--- src/hdl/cpmt_pkg.sv ---
package cpmt_pkg;

  // Problem size and field widths
  localparam int MAX_VERTICES = 8;
  localparam int WEIGHT_BITS  = 16;
  localparam int IDX_W        = $clog2(MAX_VERTICES);
  localparam int CNT_W        = $clog2(MAX_VERTICES + 1);
  localparam int ADDR_W       = 2 * IDX_W;
  localparam int RAM_DEPTH    = 1 << ADDR_W;
  localparam int COST_W       = 20;
  localparam int SUM_W        = ((COST_W > WEIGHT_BITS) ? COST_W : WEIGHT_BITS) + 2;
  localparam int OUT_IDX_W    = 3;
  localparam int VCOUNT_W     = 4;
  localparam int VCOUNT_RESET = 8;
  localparam int MIN_VERTICES = 3;
  localparam longint unsigned COST_MAX = (64'd1 << COST_W) - 64'd1;

  // Stream payload widths
  localparam int S_TDATA_W = 24;
  localparam int M_TDATA_W = 32;

  // Input kinds carried on s_tuser
  localparam logic MODE_LOAD  = 1'b0;
  localparam logic MODE_SOLVE = 1'b1;

  typedef logic [IDX_W-1:0]       idx_t;
  typedef logic [CNT_W-1:0]       cnt_t;
  typedef logic [ADDR_W-1:0]      addr_t;
  typedef logic [COST_W-1:0]      cost_t;
  typedef logic [WEIGHT_BITS-1:0] weight_t;
  typedef logic [SUM_W-1:0]       sum_t;

  typedef enum logic [2:0] {
    ST_IDLE,
    ST_INIT_RD,
    ST_INIT_WR,
    ST_K_RD,
    ST_K_ACC,
    ST_WRITE
  } state_t;

  // Clamp a sum to the largest cost
  function automatic cost_t sat_cost(input sum_t v);
    if (v > sum_t'(COST_MAX)) begin
      sat_cost = cost_t'(COST_MAX);
    end else begin
      sat_cost = cost_t'(v);
    end
  endfunction

endpackage

--- src/hdl/cpmt_ram.sv ---
module cpmt_ram #(
  parameter int WIDTH = 16,
  parameter int DEPTH = 64
) (
  input  logic                     clk,
  input  logic                     we,
  input  logic [$clog2(DEPTH)-1:0] wr_addr,
  input  logic [WIDTH-1:0]         wr_data,
  input  logic [$clog2(DEPTH)-1:0] rd_addr_a,
  output logic [WIDTH-1:0]         rd_data_a,
  input  logic [$clog2(DEPTH)-1:0] rd_addr_b,
  output logic [WIDTH-1:0]         rd_data_b
);

  logic [WIDTH-1:0] mem [DEPTH];

  // Write one entry, read two with registered data
  always_ff @(posedge clk) begin
    if (we) begin
      mem[wr_addr] <= wr_data;
    end
    rd_data_a <= mem[rd_addr_a];
    rd_data_b <= mem[rd_addr_b];
  end

endmodule

--- src/hdl/convex_polygon_min_triangulation.sv ---
// Minimum-weight triangulation of a convex polygon over a loaded weight matrix.
// Input stream s_*: s_tuser selects the request kind. A load request writes
// weight (row, col) and gives no result. A solve request runs the
// interval dynamic program for vertex_count vertices (clamped to 3..8) and
// emits one result per interval of length two or more, by length and then by
// first vertex; the whole polygon comes last with m_tlast high.
// Config channel cfg_*: writes vertex_count (reset 8); write it only when idle.
// Schedule: one shared adder/compare unit walks the split points; each split
// reads the cost memory (ST_K_RD), then accumulates (ST_K_ACC). A solve first
// seeds each edge (b,b+1) (ST_INIT_RD, ST_INIT_WR), then walks each interval (b,e)
// and ends it in ST_WRITE. The dual-read cost memory gives both costs in one read.
// s_tready is high only while no solve is running.
// Results sit in one output register; when the receiver stalls the solve holds
// at the next interval, and new requests are taken once the last result is in
// the register. Reset (rst, synchronous) returns to idle and drops any pending
// result; the weight matrix keeps its contents.
module convex_polygon_min_triangulation (
  input  logic                           clk,
  input  logic                           rst,
  // row [2:0], col [5:3], weight_value [21:6], zero pad [23:22]
  input  logic [cpmt_pkg::S_TDATA_W-1:0] s_tdata,
  // mode [0]
  input  logic                           s_tuser,
  input  logic                           s_tvalid,
  output logic                           s_tready,
  // interval_begin [2:0], interval_end [5:3], min_cost [25:6],
  // split_vertex [28:26], zero pad [31:29]
  output logic [cpmt_pkg::M_TDATA_W-1:0] m_tdata,
  output logic                           m_tlast,
  output logic                           m_tvalid,
  input  logic                           m_tready,
  input  logic [cpmt_pkg::VCOUNT_W-1:0]  cfg_data,
  input  logic                           cfg_valid,
  output logic                           cfg_ready
);

  cpmt_pkg::state_t st, st_next;
  cpmt_pkg::cnt_t   n, n_next;
  cpmt_pkg::idx_t   b, b_next;
  cpmt_pkg::idx_t   e, e_next;
  cpmt_pkg::idx_t   k, k_next;
  cpmt_pkg::idx_t   len, len_next;
  cpmt_pkg::cost_t  best, best_next;
  cpmt_pkg::idx_t   bestk, bestk_next;

  logic [cpmt_pkg::VCOUNT_W-1:0] vertex_count;

  logic                           out_valid;
  logic [cpmt_pkg::OUT_IDX_W-1:0] out_begin;
  logic [cpmt_pkg::OUT_IDX_W-1:0] out_end;
  cpmt_pkg::cost_t                out_cost;
  logic [cpmt_pkg::OUT_IDX_W-1:0] out_split;
  logic                           out_last;

  logic              in_accept;
  logic              emit_ok;
  logic              out_load;
  logic              more;
  logic              load_ok;
  cpmt_pkg::addr_t   w_wr_addr;
  cpmt_pkg::addr_t   w_rd_addr;
  cpmt_pkg::weight_t w_rd;
  logic              c_we;
  cpmt_pkg::addr_t   c_wr_addr;
  cpmt_pkg::cost_t   c_wr_data;
  cpmt_pkg::addr_t   c_rd_addr_a;
  cpmt_pkg::addr_t   c_rd_addr_b;
  cpmt_pkg::cost_t   c_rd_a;
  cpmt_pkg::cost_t   c_rd_b;
  cpmt_pkg::sum_t    sum;
  cpmt_pkg::cost_t   sum_sat;
  logic              k_first;
  cpmt_pkg::cnt_t    n_clamp;

  // Handshake and shared unit
  assign s_tready  = (st == cpmt_pkg::ST_IDLE);
  assign cfg_ready = 1'b1;
  assign in_accept = s_tvalid && s_tready;
  assign emit_ok   = !out_valid || m_tready;
  assign out_load  = (st == cpmt_pkg::ST_WRITE) && emit_ok;
  assign more      = ((cpmt_pkg::cnt_t'(e) + cpmt_pkg::cnt_t'(1)) < n) ||
                     ((cpmt_pkg::cnt_t'(len) + cpmt_pkg::cnt_t'(1)) < n);
  assign sum       = cpmt_pkg::sum_t'(c_rd_a) + cpmt_pkg::sum_t'(c_rd_b) +
                     cpmt_pkg::sum_t'(w_rd);
  assign sum_sat   = cpmt_pkg::sat_cost(sum);
  assign k_first   = (k == (b + cpmt_pkg::idx_t'(1)));

  // Clamp the vertex count for a solve
  always_comb begin
    if (vertex_count < cpmt_pkg::VCOUNT_W'(cpmt_pkg::MIN_VERTICES)) begin
      n_clamp = cpmt_pkg::cnt_t'(cpmt_pkg::MIN_VERTICES);
    end else if (int'(vertex_count) > cpmt_pkg::MAX_VERTICES) begin
      n_clamp = cpmt_pkg::cnt_t'(cpmt_pkg::MAX_VERTICES);
    end else begin
      n_clamp = cpmt_pkg::cnt_t'(vertex_count);
    end
  end

  // Next state
  always_comb begin
    st_next = st;
    case (st)
      cpmt_pkg::ST_IDLE: begin
        if (in_accept && (s_tuser == cpmt_pkg::MODE_SOLVE)) begin
          st_next = cpmt_pkg::ST_INIT_RD;
        end
      end
      cpmt_pkg::ST_INIT_RD: begin
        st_next = cpmt_pkg::ST_INIT_WR;
      end
      cpmt_pkg::ST_INIT_WR: begin
        if ((cpmt_pkg::cnt_t'(b) + cpmt_pkg::cnt_t'(2)) == n) begin
          st_next = cpmt_pkg::ST_K_RD;
        end else begin
          st_next = cpmt_pkg::ST_INIT_RD;
        end
      end
      cpmt_pkg::ST_K_RD: begin
        st_next = cpmt_pkg::ST_K_ACC;
      end
      cpmt_pkg::ST_K_ACC: begin
        if ((k + cpmt_pkg::idx_t'(1)) == e) begin
          st_next = cpmt_pkg::ST_WRITE;
        end else begin
          st_next = cpmt_pkg::ST_K_RD;
        end
      end
      cpmt_pkg::ST_WRITE: begin
        if (emit_ok) begin
          st_next = more ? cpmt_pkg::ST_K_RD : cpmt_pkg::ST_IDLE;
        end
      end
      default: begin
        st_next = cpmt_pkg::ST_IDLE;
      end
    endcase
  end

  // Sequencer outputs: counters, accumulator and memory control
  always_comb begin
    n_next      = n;
    b_next      = b;
    e_next      = e;
    k_next      = k;
    len_next    = len;
    best_next   = best;
    bestk_next  = bestk;
    c_we        = 1'b0;
    c_wr_addr   = {b, e};
    c_wr_data   = best;
    w_rd_addr   = {b, e};
    c_rd_addr_a = {b, k};
    c_rd_addr_b = {k, e};
    case (st)
      cpmt_pkg::ST_IDLE: begin
        if (in_accept && (s_tuser == cpmt_pkg::MODE_SOLVE)) begin
          n_next = n_clamp;
          b_next = '0;
        end
      end
      cpmt_pkg::ST_INIT_RD: begin
        w_rd_addr = {b, b + cpmt_pkg::idx_t'(1)};
      end
      cpmt_pkg::ST_INIT_WR: begin
        c_we      = 1'b1;
        c_wr_addr = {b, b + cpmt_pkg::idx_t'(1)};
        c_wr_data = cpmt_pkg::sat_cost(cpmt_pkg::sum_t'(w_rd));
        if ((cpmt_pkg::cnt_t'(b) + cpmt_pkg::cnt_t'(2)) == n) begin
          len_next = cpmt_pkg::idx_t'(2);
          b_next   = '0;
          e_next   = cpmt_pkg::idx_t'(2);
          k_next   = cpmt_pkg::idx_t'(1);
        end else begin
          b_next = b + cpmt_pkg::idx_t'(1);
        end
      end
      cpmt_pkg::ST_K_ACC: begin
        if (k_first || (sum_sat < best)) begin
          best_next  = sum_sat;
          bestk_next = k;
        end
        k_next = k + cpmt_pkg::idx_t'(1);
      end
      cpmt_pkg::ST_WRITE: begin
        if (emit_ok) begin
          c_we = 1'b1;
          if ((cpmt_pkg::cnt_t'(e) + cpmt_pkg::cnt_t'(1)) < n) begin
            b_next = b + cpmt_pkg::idx_t'(1);
            e_next = e + cpmt_pkg::idx_t'(1);
            k_next = b + cpmt_pkg::idx_t'(2);
          end else begin
            len_next = len + cpmt_pkg::idx_t'(1);
            b_next   = '0;
            e_next   = len + cpmt_pkg::idx_t'(1);
            k_next   = cpmt_pkg::idx_t'(1);
          end
        end
      end
      default: begin
      end
    endcase
  end

  // Weight load decode
  assign load_ok   = in_accept && (s_tuser == cpmt_pkg::MODE_LOAD) &&
                     (int'(s_tdata[2:0]) < cpmt_pkg::MAX_VERTICES) &&
                     (int'(s_tdata[5:3]) < cpmt_pkg::MAX_VERTICES);
  assign w_wr_addr = {cpmt_pkg::idx_t'(s_tdata[2:0]), cpmt_pkg::idx_t'(s_tdata[5:3])};

  // Control registers
  always_ff @(posedge clk) begin
    if (rst) begin
      st           <= cpmt_pkg::ST_IDLE;
      vertex_count <= cpmt_pkg::VCOUNT_W'(cpmt_pkg::VCOUNT_RESET);
      out_valid    <= 1'b0;
    end else begin
      st <= st_next;
      if (cfg_valid && cfg_ready) begin
        vertex_count <= cfg_data;
      end
      if (out_load) begin
        out_valid <= 1'b1;
      end else if (m_tready) begin
        out_valid <= 1'b0;
      end
    end
  end

  // Datapath registers
  always_ff @(posedge clk) begin
    n     <= n_next;
    b     <= b_next;
    e     <= e_next;
    k     <= k_next;
    len   <= len_next;
    best  <= best_next;
    bestk <= bestk_next;
    if (out_load) begin
      out_begin <= cpmt_pkg::OUT_IDX_W'(b);
      out_end   <= cpmt_pkg::OUT_IDX_W'(e);
      out_cost  <= best;
      out_split <= cpmt_pkg::OUT_IDX_W'(bestk);
      out_last  <= (b == '0) && ((cpmt_pkg::cnt_t'(e) + cpmt_pkg::cnt_t'(1)) == n);
    end
  end

  assign m_tvalid = out_valid;
  assign m_tlast  = out_last;
  assign m_tdata  = {3'b000, out_split, out_cost, out_end, out_begin};

  cpmt_ram #(
    .WIDTH(cpmt_pkg::WEIGHT_BITS),
    .DEPTH(cpmt_pkg::RAM_DEPTH)
  ) u_weight_ram (
    .clk      (clk),
    .we       (load_ok),
    .wr_addr  (w_wr_addr),
    .wr_data  (cpmt_pkg::WEIGHT_BITS'(s_tdata[21:6])),
    .rd_addr_a(w_rd_addr),
    .rd_data_a(w_rd),
    .rd_addr_b(w_rd_addr),
    .rd_data_b()
  );

  cpmt_ram #(
    .WIDTH(cpmt_pkg::COST_W),
    .DEPTH(cpmt_pkg::RAM_DEPTH)
  ) u_cost_ram (
    .clk      (clk),
    .we       (c_we),
    .wr_addr  (c_wr_addr),
    .wr_data  (c_wr_data),
    .rd_addr_a(c_rd_addr_a),
    .rd_data_a(c_rd_a),
    .rd_addr_b(c_rd_addr_b),
    .rd_data_b(c_rd_b)
  );

`ifndef SYNTHESIS
  a_split_inside: assert property (@(posedge clk) disable iff (rst)
    (st == cpmt_pkg::ST_K_ACC) |-> ((k > b) && (k < e)))
    else $error("split point outside its interval");

  a_end_in_range: assert property (@(posedge clk) disable iff (rst)
    ((st == cpmt_pkg::ST_K_RD) || (st == cpmt_pkg::ST_WRITE)) |->
      (cpmt_pkg::cnt_t'(e) < n))
    else $error("interval end beyond vertex count");

  a_last_whole: assert property (@(posedge clk) disable iff (rst)
    (m_tvalid && m_tlast) |-> (m_tdata[2:0] == 3'd0))
    else $error("last result is not the whole polygon");

  a_solve_start: assert property (@(posedge clk) disable iff (rst)
    (s_tvalid && s_tready && (s_tuser == cpmt_pkg::MODE_SOLVE)) |=>
      (st == cpmt_pkg::ST_INIT_RD))
    else $error("solve request did not start seeding");

  a_emit_lands: assert property (@(posedge clk) disable iff (rst)
    out_load |=> m_tvalid)
    else $error("emitted result not presented");
`endif

endmodule
--- config.mk ---
export PLATFORM = sky130hd
export DESIGN_NAME = convex_polygon_min_triangulation
export DESIGN_NICKNAME = d
export VERILOG_FILES = /design/src/hdl/cpmt_pkg.sv /design/src/hdl/cpmt_ram.sv /design/src/hdl/convex_polygon_min_triangulation.sv
export SDC_FILE = /design/constraint.sdc
export NUM_CORES = 2
export LEC_CHECK = 0
export BUFFER_PORTS_ARGS = -buffer_cell sky130_fd_sc_hd__clkbuf_2
export CAP_MARGIN = 5
export CORE_MARGIN = 5
export CORE_UTILIZATION = 40
export DETAILED_ROUTE_END_ITERATION = 10
export PLACE_DENSITY = 0.67
export SETUP_SLACK_MARGIN = 0.02
export SLEW_MARGIN = 20
export SYNTH_ARGS = -nofsm -noshare
export SYNTH_HDL_FRONTEND = slang
export SYNTH_SLANG_ARGS = --single-unit
--- constraint.sdc ---
create_clock -name clk -period 13.7 [get_ports clk]
set_clock_uncertainty 0.15 [all_clocks]
set_input_delay 0.685 -clock clk [delete_from_list [all_inputs] [get_ports clk]]
set_output_delay 0.685 -clock clk [all_outputs]
set_load 0.01 [all_outputs]
* Word level (Yosys, flattened, before mapping) *
Memory sizes are Yosys's and may differ from the RTL's. A register that Yosys moved wholly into a read port is not among the register bits.
Cells that the tools add are included.

word-level totals
  register bits = 77
  bits in writable memories = 2304
  output and inout port bits = 36
  word-level logic and storage cells = 106
  memories kept = 2

operators by class
  add/sub/neg operators = 10
  $lt $le $gt $ge = 6
  eq/ne operators = 13
  muxes and demuxes = 35
  bitwise logic cells = 1
  reduce and logical (&&, ||, !) cells = 23

memory list
  memory            depth  width  rd ports  clocked after memory_dff  wr ports  RTL line        source
  u_cost_ram.mem    64     20     2         2                         1         cpmt_ram.sv:15  logic [WIDTH-1:0] mem [DEPTH];
  u_weight_ram.mem  64     16     1         1                         1         cpmt_ram.sv:15

operators by type and width
  operator                                                                           count
  3-bit 2-to-1 mux                                                                   17
  20-bit 2-to-1 mux                                                                  2
  21-bit by 16-bit adder with 22-bit output                                          1
  22-bit by 20-bit greater-than comparator with 1-bit output, second input constant  1
  20-bit by 20-bit adder with 21-bit output                                          1
  20-bit < comparator                                                                1
  3-bit case mux with 3 select lines                                                 2
  3-bit case mux with 6 select lines                                                 1
  3-bit by 1-bit adder with 3-bit output, second input constant                      4
  3-bit case mux with 2 select lines                                                 2
  3-bit AND reduction                                                                3
  3-bit by 1-bit adder with 4-bit output, second input constant                      2
  4-bit equality test                                                                2
  4-bit < comparator                                                                 2
  1-bit 2-to-1 mux                                                                   7
  3-bit by 2-bit equality test with 1-bit output, second input constant              2
  3-bit equality test                                                                2
  3-bit equality test, second input constant                                         2
  3-bit zero test                                                                    2
  2-bit inequality test, second input constant                                       3
  2-bit AND reduction                                                                3
  3-bit nonzero test                                                                 2
  1-bit logical AND                                                                  5
  3-bit by 2-bit adder with 4-bit output, second input constant                      1
  other kinds (14)                                                                   18

* Depth between registers and ports, before layout *
  depth after elaboration = 7
  depth in mapped cells = 21
  depth with buffers taken out = 20

* Hierarchy *
From an unflattened synthesis, not the netlist that was laid out.

second synthesis, totals
  cells, all modules = 5953
  area total of the unflattened synthesis = 114406.0 um^2

modules (own cells, without submodules)
  module                            times used  cells an instance  area each (um^2)  sequential area each (um^2)
  cpmt_ram (u_cost_ram)             1           2860               60200.2           39237.6
  cpmt_ram (u_weight_ram)           1           2582               48836.8           31390.1
  convex_polygon_min_triangulation  1           511                5368.9            2232.1

* Worst setup path before layout *
Ideal clock, no wire load.

  path type = flip-flop to flip-flop
  start = reg u_cost_ram.rd_data_a[1] (read register of u_cost_ram.mem)
  end = reg best[0] (enable)
  setup time = 0.406 ns
  data arrival time = 4.724 ns
  data required time = 13.144 ns
  slack = 8.420 ns
  stages on the path, launching flop included = 22
  buffers on the path = 1
  clock period less this slack = 5.280 ns
  cell sequence = dfxtp_1 -> inv_1 -> fa_1 -> inv_1 -> ha_1 -> inv_1 -> fa_1 -> nand2b_1 -> a21oi_1 -> o211ai_1 -> a211oi_1 -> o31a_1 -> clkbuf_1 -> nand2b_1 -> ha_1 -> a21oi_1 -> nor2b_1 -> o21ai_0 -> a21oi_1 -> o31ai_1 -> nand4_1 -> o21ai_1

between the ends
  longest elaborated chain between the ends = 7

ends and longest elaborated chain
  item                                                        RTL line                                 source
  start, declared                                             cpmt_ram.sv:10                           output logic [WIDTH-1:0] rd_data_a,
  20-bit by 20-bit adder with 21-bit output (*)               convex_polygon_min_triangulation.sv:83   assign sum = cpmt_pkg::sum_t'(c_rd_a) + cpmt_pkg::sum_t'(c_rd_b) +
  21-bit by 16-bit adder with 22-bit output (*)               convex_polygon_min_triangulation.sv:83
  22-bit by 20-bit greater-than comparator with 1-bit output  cpmt_pkg.sv:44                           if (v > sum_t'(COST_MAX)) begin
  20-bit 2-to-1 mux (*)                                       cpmt_pkg.sv:44
  net sum_sat[5]                                              convex_polygon_min_triangulation.sv:71   cpmt_pkg::cost_t sum_sat;
  20-bit < comparator (*)                                     convex_polygon_min_triangulation.sv:178  if (k_first || (sum_sat < best)) begin
  1-bit logical OR (*)                                        convex_polygon_min_triangulation.sv:178
  2-bit AND reduction (no source line) (*)                    -
  end signal, assigned                                        convex_polygon_min_triangulation.sv:236  best <= best_next;
  end, declared                                               convex_polygon_min_triangulation.sv:43   cpmt_pkg::cost_t best, best_next;

Mark *: on every way through the listed nets, which the timed path passes. The rest lies on a longest branch.
A chain may end at the register's enable or synchronous reset.

* Worst setup path in the final report *
  start = reg u_cost_ram.rd_data_a[1] (read register of u_cost_ram.mem)
  end = reg best[12] (enable)

The elaborated chain is that of the path after synthesis.

==> out/results.ini <==
[cts]
cts_tree = done
number_of_clock_buffers_inserted_by_tritoncts = 234
cts-root-to-sink-buffers = 3
cts_resized = 0
clkSinkCount = 2437
cts.clk_slew.worst_paths_ns = 0.06
cts-htree-levels = 4
cts.hold.buffers_added = 14
postCtsSetupBuffers = 0
insertion_delay_ns = 0.87
cts-root-buf = clkbuf_16

[power]
power_leakage_nw = 37.5
power-per-cell-area_nw_per_um2 = 132
share_seq_of_total_power = 0.524
ir_worst_vdd_mv = 0.124
power.combinational.fraction = 0.057
p_int_mw = 12.2
switching_share = 0.221
pwr-share-clk = 0.420
power.net_switching_mw = 3.46

[detailed_routing]
routed_wire_length_on_met2_um = 140000
ant_nets = 0
dr.pass1.iters = 8
avg_wl_per_cell_um = 29.7
vias = 57860
topRoutingLayerUsed = met5
viasPerCell = 6.02
m1WireLength_um = 107000
detail_route.iter0.violations = 7441
routed_wl_um = 285000
drt_drc_violations_left = 0
met3_wirelength_um = 28700

[setup_path]
crit_required_ns = 14.01
end_kind = flop
largest_delay_share_family_worst_path = compound AO/OA/AOI/OAI gates
crit_path_start_kind = flop
worstSetupPathType = reg2reg
critical-path-max-stage-delay_ns = 0.80
critical_path.cell_chain = inv_1 -> fa_1 -> inv_1 -> ha_1 -> inv_1 -> fa_1 -> nand2b_1 -> a21oi_1 -> o211ai_1 -> a211oi_1 -> o31a_1 -> nand2b_1 -> ha_1 -> a21oi_1 -> nor2b_1 -> o21ai_0 -> a21oi_1 -> o31ai_1 -> nand4_1 -> o21ai_4
number_of_buffer_and_inverter_stages_on_the_critical_path = 3
largest_fanout_on_the_critical_path = 23
master_of_the_slowest_instance_on_the_critical_path = o21ai_4
worst-endpoint-arrival_ns = 6.39

[synthesis]
synth_area_leader_cell = edfxtp_1
ys_seq_area_frac = 0.690
ys_warn_count = 0
synth_seq_cells = 2437
synth_edf_count = 2373
synthFlopType = edfxtp_1
syn_area_per_cell_um2 = 18.3
synth.top_cell.area_share = 0.678
netlist_instances = 5752
netlist_top_cells_area = edfxtp_1 (68%), mux4_2 (18%), nand2_1 (2.5%), mux2i_1 (1.7%), dfxtp_1 (1.2%)
synthesis.area_um2 = 105000
synth_cell_type_count = 67
synthArstFlopShare = 0

[sta]
timing.max_slew.rel_slack = 0.173
timing_worst_slew_pin_value_ns = 1.24
setup_slack_ns = 7.62
final_max_slew_viol_count = 0
fmaxAchievable_ghz = 0.164
report.final.hold_viol_count = 0
grt_setup_unrepaired = no
post-route-min-period_ns = 6.08
totalNegativeSetupSlack_ns = 0
finalSetupViolations = 0
layout_worst_path_cycle_share = 0.444

[global_routing]
gr-total-overflow = 0
antenna_violations_before_repair = 20
grt_use_total = 0.206
grt_max_degree = 184
grt_pass1_wl_um = 411000
vias_in_the_first_global_route = 57774

[hold_path]
hold_path_class = in2reg

[cells_and_area]
final_net_count = 6001
final-instance-count-excl-fill = 9616
post_route_cells_drive_above_1_share = 0.264
flow.area_growth_from_synthesis_pct = 12.7
filler_cell_count = 21836

[die]
core_region_area_um2 = 262000
std_cell_rows = 188
floorplan.die_area_um2 = 273000
initial_util = 0.401
die-width_um = 522
chipHeight_um = 522
io_pins = 70

[place]
placed_cells_incl_taps = 9157
pre_cts_ws_ns = 7.63
globalplace.congestion = 0.845
io_buffers = 63
detailedPlacementHpwl_um = 162000

[run_status]
outcome = finished clean

[run]
cap_violations = 0

through the flow:
step | utilization | power [mW] | hold slack, ns | instance area (um^2)
6_report | 0.452 | 15.6 | 0.108 | 118000
4_1_cts | 0.452 | 15.7 | 0.0423 | 118000
3_5_place_dp | 0.422 | 9.22 | 0.256 | 110000
2_1_floorplan | - | 8.90 | 0.250 | 105000
3_3_place_gp | 0.422 | 9.21 | 0.257 | 110000
5_1_grt | 0.452 | 16.1 | 0.0968 | 118000
Yosys cell counts, types with 40 or more instances:
cell type and instances:
nand3_1 218, ha_1 58, dfxtp_1 64, mux4_2 840, o21ai_0 76, buf_2 131
mux2i_1 180, edfxtp_1 2373, nand2_1 709, nand4_1 69, nor2_1 167, clkbuf_1 212
a211oi_1 55, inv_1 40, o22ai_1 60, a21oi_1 111
cell usage in the layout (no fill, tap or decap), drive strengths merged, types with 38 or more instances in the layout:
cell,n
nand3,218
a211oi,55
o21ai,77
clkinv,112
a21oi,111
nand2,709
mux4,840
inv,48
nor2,168
clkbuf,343
ha,58
and3,38
buf,215
mux2i,180
edfxtp,2373
o22ai,60
dfxtp,64
nand4,69
state kept, by name, summed over array words and instances, names as in the netlist:
name	flops
u_cost_ram.mem	1280
u_weight_ram.mem	1024
best	20
out_cost	20
u_cost_ram.rd_data_a	20
u_cost_ram.rd_data_b	20
u_weight_ram.rd_data_a	16
n	4
vertex_count	4
b	3
bestk	3
e	3
k	3
len	3
out_begin	3
out_end	3
out_split	3
st	3
m_tlast	1
m_tvalid	1
worst reg2reg max path: stages, from the launching register on:
cell	delay (ns)
dfxtp_1	0.31
inv_1	0.05
fa_1	0.46
inv_1	0.07
ha_1	0.18
inv_1	0.07
fa_1	0.43
nand2b_1	0.20
a21oi_1	0.31
o211ai_1	0.25
a211oi_1	0.26
o31a_1	0.64
nand2b_1	0.22
ha_1	0.26
a21oi_1	0.16
nor2b_1	0.06
o21ai_0	0.18
a21oi_1	0.10
o31ai_1	0.22
nand4_1	0.27
o21ai_4	0.80
cell type report:
class                   instances  area, um^2  share of cell area
well taps                    3515        4400              0.0371
multi-input cells            2886       31300               0.264
flip-flops and latches       2437       72500               0.612
inverters                      41         154             0.00130
clock buffers                 280        6150              0.0519
repair buffers                292        2230              0.0188
clock inverters               158        1690              0.0143
diodes                          7        17.5            0.000148
layer usage:
metal / vias up / GRT usage
met5: - / 0
met4: 8 / 0.0644
met3: 475 / 0.0426
met2: 3108 / 0.338
met1: 30447 / 0.279
li1: 23822 / -
kinds of logic after synthesis:
kind of cell	share of synthesized area
flip-flops	0.690
AND/OR/NAND/NOR	0.0553
multiplexers	0.197
AO/OA/AOI/OAI	0.0272
buffers and inverters	0.0174
adder cells (fa/ha/maj)	0.0101
XOR/XNOR	0.00208
other	0.0000715
power groups by stage:
stage	logic, mW	clock network [mW]	registers, mW
detailed placement	0.870	0	8.35
global route	0.952	6.98	8.19
floorplan	0.554	0	8.35
CTS	0.878	6.65	8.19
global placement	0.858	0	8.35
finish	0.884	6.57	8.19
worst paths after layout:
path / start / to / slack [ns] / cells after the start
worst min-delay path: s_tvalid / st[1] / 0.11 / 5
worst min register to register: best[2] / out_cost[2] / 0.30 / 0
worst max-delay path: u_cost_ram.rd_data_a[1] / best[12] / 7.62 / 20
worst max register to register: u_cost_ram.rd_data_a[1] / best[12] / 7.62 / 20
Note: power is estimated with default switching activity, not from simulation.
